[src/hdl/sssp_ram.sv]
`timescale 1ns / 1ps
module sssp_ram #(
  parameter int WIDTH = 8,
  parameter int DEPTH = 256
) (
  input  logic                     clk,
  input  logic                     we,
  input  logic [$clog2(DEPTH)-1:0] waddr,
  input  logic [WIDTH-1:0]         wdata,
  input  logic [$clog2(DEPTH)-1:0] raddr,
  output logic [WIDTH-1:0]         rdata
);
  logic [WIDTH-1:0] mem [DEPTH];

  // One write port and one registered read port.
  always_ff @(posedge clk) begin
    if (we) begin
      mem[waddr] <= wdata;
    end
    rdata <= mem[raddr];
  end
endmodule

[config.mk]
export PLATFORM = sky130hd
export DESIGN_NAME = sssp_ram
export DESIGN_NICKNAME = d
export VERILOG_FILES = /design/src/hdl/sssp_ram.sv
export SDC_FILE = /design/constraint.sdc
export NUM_CORES = 2
export LEC_CHECK = 0
export BUFFER_PORTS_ARGS = -buffer_cell sky130_fd_sc_hd__buf_2
export CORE_ASPECT_RATIO = 1.75
export CORE_MARGIN = 3
export CORE_UTILIZATION = 40
export CTS_CLUSTER_SIZE = 14
export DETAILED_ROUTE_END_ITERATION = 12
export GPL_TIMING_DRIVEN = 0
export SETUP_SLACK_MARGIN = 0.5
export SYNTH_ARGS = -nofsm -noshare
export SYNTH_HDL_FRONTEND = slang
export SYNTH_SLANG_ARGS = --single-unit
[constraint.sdc]
create_clock -name clk -period 3.7 [get_ports clk]
set_input_delay 0.185 -clock clk [delete_from_list [all_inputs] [get_ports clk]]
set_output_delay 0.185 -clock clk [all_outputs]
set_load 0.01 [all_outputs]
Word level (Yosys, flattened, before mapping). Memory sizes are Yosys's and may differ from the RTL's. A register that Yosys moved wholly into a read port is not among the register bits. Index checks and enable logic that the tools add are counted.

Mux-type cells: 2.

Operators with widths (count): 1-bit 2-to-1 mux (2).

Flip-flop bits (word level): 0. RAM bits: 2048. Output and inout bits: 8. Word-level logic and storage cells: 3. Memories kept: 1.

Memory list: mem (words 256, bits a word 8, rd ports 1, clocked after memory_dff 1, write ports 1, line 13) `logic [WIDTH-1:0] mem [DEPTH];`.

Depth between registers and ports, before layout.
Depth after elaboration: 2. Depth in mapped cells: 11. Mapped depth without buffers: 6.

Least setup slack after synthesis. No wires, ideal clock.

Kind: in2reg. Start: input raddr[0]. End: register rdata[2], read port of mem. Library setup time: 0.131 ns. Data arrival time: 1.992 ns. Required time: 3.569 ns. Slack: 1.577 ns. Cell stages on the path: 9. Cells stage by stage: buf_6 -> buf_12 -> buf_8 -> buf_2 -> mux4_2 -> a22oi_1 -> a21oi_1 -> nor4_1 -> nor4_2.

RTL lines: start: declaration (line 10) `input logic [$clog2(DEPTH)-1:0] raddr,`; end: declaration (line 11) `output logic [WIDTH-1:0] rdata`.

==> reports/results.tsv <==
stage	metric	value	unit
final_layout	Final Cell Area	88800	µm²
synth	top post-synthesis cells by area	edfxtp_1, mux4_2, mux2i_1	
flow_run	Max Cap Violations	0	
synth	syn nets	3759	
grt	largest net degree at the start of global routing	146	
clock_tree	CTS sink cnt	2056	
grt	total global routing track utilization	0.246	
timing	Slew Limit Fails	0	
worst_setup_path	crit path launch type	input port	
die	Core Rows	216	
clock_tree	Worst-path clk slew	0.06	ns
timing	Slew @ Worst Pin	1.34	ns
worst_setup_path	Crit Reg-Reg Endpoint	rdata[5]	
route	vias post-DR	40500	
hold_path	HP Class	in2reg	
synth	Post-Syn Instances	3733	
synth	count of state elements after synthesis	2056	
synth	post-synth top area cell	edfxtp_1	
route	Total Wirelength	252000	µm
timing	Worst slew margin	0.105	
final_layout	utilization after layout	0.449	
synth	Syn Area/Cell	21.3	µm²
hold_path	hold path endpoint	mem[196][2]	
synth	Mapped Area	79600	µm²
final_layout	NumNets Final	3992	
synth	top_reg_cell synth	edfxtp_1	
hold_path	hold depth	3	
die	Die Ht	596	µm
timing	min Tclk post-route	3.46	ns
timing	final setup vio count	0	
power_and_ir_drop	Leak	26.9	nW
synth	Synth async-reset ratio	0	
clock_tree	CTS max path bufs	4	
worst_setup_path	R2R depth	6	
placement	IO Port Bufs	26	
worst_setup_path	Reg-to-Reg Start	mem[27][5]	
clock_tree	H-Tree Level Count	4	
die	Core ar.	198000	µm²
final_layout	fraction of final layout cells with drive strength greater than 1	0.218	
synth	register area share after synthesis	0.775	
worst_setup_path	crit end category	register	
route	WL/cell	37.8	µm
route	Residual DRC	0	
timing	Fmax	0.289	GHz
final_layout	Reg area	61700	µm²
worst_setup_path	R2R Setup Slk	0.51	ns
clock_tree	TritonCTS buffer count	180	
placement	GP Congestion	1.00	
die	area of the die	204000	µm²
clock_tree	CTS Root Cell	clkbuf_16	
timing	RSZ-0062 raised after global routing	no	
clock_tree	TritonCTS clock tree	done	
timing	Period Utilization, post-route	0.934	
synth	Synth top area share	0.773	
final_layout	area of the multi-input gates	16600	µm²
outcome	outcome	finished, final reports clean	
hold_path	min-delay src	waddr[6]	
final_layout	P&R area growth vs syn	11.6	%
grt	Overflow after GRT	0	
clock_tree	Worst-Skew Late Latency	0.85	ns
synth	Synth cell types	55	
placement	DP Area	83500	µm²
grt	vias in the first global route	41100	
die	Starting Density	0.402	
grt	first-pass GRT wire length	342000	µm
synth	number of synthesized flops with an enable pin	2048	
placement	post-DP HPWL	174000	µm
timing	hold violation count in the final report	0	
die	die width	343	µm
clock_tree	Post-CTS Setup Bufs	0	
final_layout	# fillers	16800	
route	Final ANT Viol Nets	0	
route	Vias/cell	6.07	
route	Iter 0 DRT Violations	5221	
worst_setup_path	WP data required	4.35	ns
power_and_ir_drop	Power Density	515	nW/µm²
synth	commonest cells in the netlist	edfxtp_1, mux4_2, nor2_1	
die	IO Count	34	
route	Initial DRT Pass Iterations	6	
worst_setup_path	CP arrival	4.11	ns
timing	skew final	0.0584	ns
worst_setup_path	CP max FO	11	
power_and_ir_drop	VDD IR-drop max	406	µV
synth	leading cell type by number of instances after synthesis	edfxtp_1	
grt	number of antenna violations at the first check in global routing	17	
synth	synth warn	0	
power_and_ir_drop	Total Power	45.7	mW
worst_setup_path	Setup CP Type	in2reg	
==> cell usage in the layout, fill, tap and decap left out, types with 6 or more instances in the layout <==
cell type	count
edfxtp_1	2048
mux4_2	454
nor2_1	282
clkbuf_16	182
mux2i_1	134
a22oi_1	133
clkbuf_1	113
a21oi_1	96
buf_2	52
o221ai_1	46
clkbuf_2	39
nand3_1	34
buf_4	33
nand2_1	33
nor2b_1	30
o22ai_1	28
clkinv_1	26
buf_8	22
buf_6	21
nor4_2	21
nor3_1	19
a211oi_1	16
diode_2	14
a221oi_1	13
buf_16	12
buf_1	10
nand4_1	10
o211ai_1	10
o21ai_0	10
buf_12	8
nand2b_1	8
a22o_1	8
dlygate4sd3_1	8
dfxtp_1	8
clkdlybuf4s15_2	7
and2_1	6
==> report_power, final <==
group / total (mW) / switching (mW) / leakage [nW] / internal [mW]
Combinational: 2.83 / 1.98 / 6.02 / 0.854
Clock: 17.2 / 8.13 / 2.41 / 9.07
Sequential: 25.7 / 0.0153 / 18.5 / 25.7
==> per-stage QoR <==
step / setup WS, ns / std cells / TNS, ns / hold WS (ns)
floorplan: 1.58 / 3733 / 0 / 0.284
global route: 0.500 / 6663 / 0 / 0.242
global placement: -2.20 / 6375 / -1667.37 / 0.585
detailed placement: -1.50 / 6392 / -11.90 / 0.581
finish: 0.244 / 6676 / 0 / 0.224
CTS: 0.379 / 6662 / 0 / 0.170
==> flip-flops by register name, summed over array words and instances (netlist names) <==
| name | cells |
|---|---|
| rdata | 8 |
| mem | 2048 |
==> per-layer routing <==
layer  wire (µm)  global-route usage  vias up  part of all wire
met2      131000               0.432     2209              0.52
met3       18400              0.0423      683             0.073
met5          14                   0        -          0.000055
met1       79600               0.265    21500              0.32
li1            -                   -    16100                 -
met4       23200               0.183        2             0.092
==> worst max path at each step <==
stage | startpoint | to | slack, ns | depth (start not counted)
finish | raddr[1] | rdata[7] | 0.24 | 9
global route | raddr[1] | rdata[7] | 0.50 | 10
CTS | raddr[2] | rdata[3] | 0.38 | 9
detailed placement | raddr[3] | rdata[3] | -1.50 | 7
global placement | raddr[2] | rdata[1] | -2.20 | 9
floorplan | raddr[0] | rdata[2] | 1.58 | 9
==> critical path: stages <==
cell and delay [ns]:
buf_2 0.15, buf_4 0.45, buf_2 0.54, clkbuf_2 0.61, mux4_2 0.46, a22oi_1 0.26, a21oi_1 0.23, nor4_1 0.90
nor4_2 0.22
==> cell families after synthesis <==
logic type,count (synthesis),synth area share
flip-flops,2056,0.775
multiplexers,591,0.146
AND/OR/NAND/NOR,466,0.0263
AO/OA/AOI/OAI,385,0.0342
buffers and inverters,235,0.0183
==> final cells by class <==
| class | instances | share of cell area |
|---|---|---|
| sequential | 2056 | 0.695 |
| multi-input combinational | 1442 | 0.187 |
| clock buffer | 227 | 0.0533 |
| tap | 2616 | 0.0369 |
| buffer | 233 | 0.0177 |
| timing repair buffer | 51 | 0.00750 |
| clock inverter | 35 | 0.00244 |
| antenna | 14 | 0.000395 |
| inverter | 2 | 0.0000846 |
==> repair_timing <==
item / CTS / global route
pin swaps: 0 / 0
setup endpoints to repair: 8 / 4
hold buffers: 8 / 0
gates resized for setup: 56 / 5
endpoints found under the hold margin: 463 / 0
No activity file was read; power rests on OpenSTA's default activity.
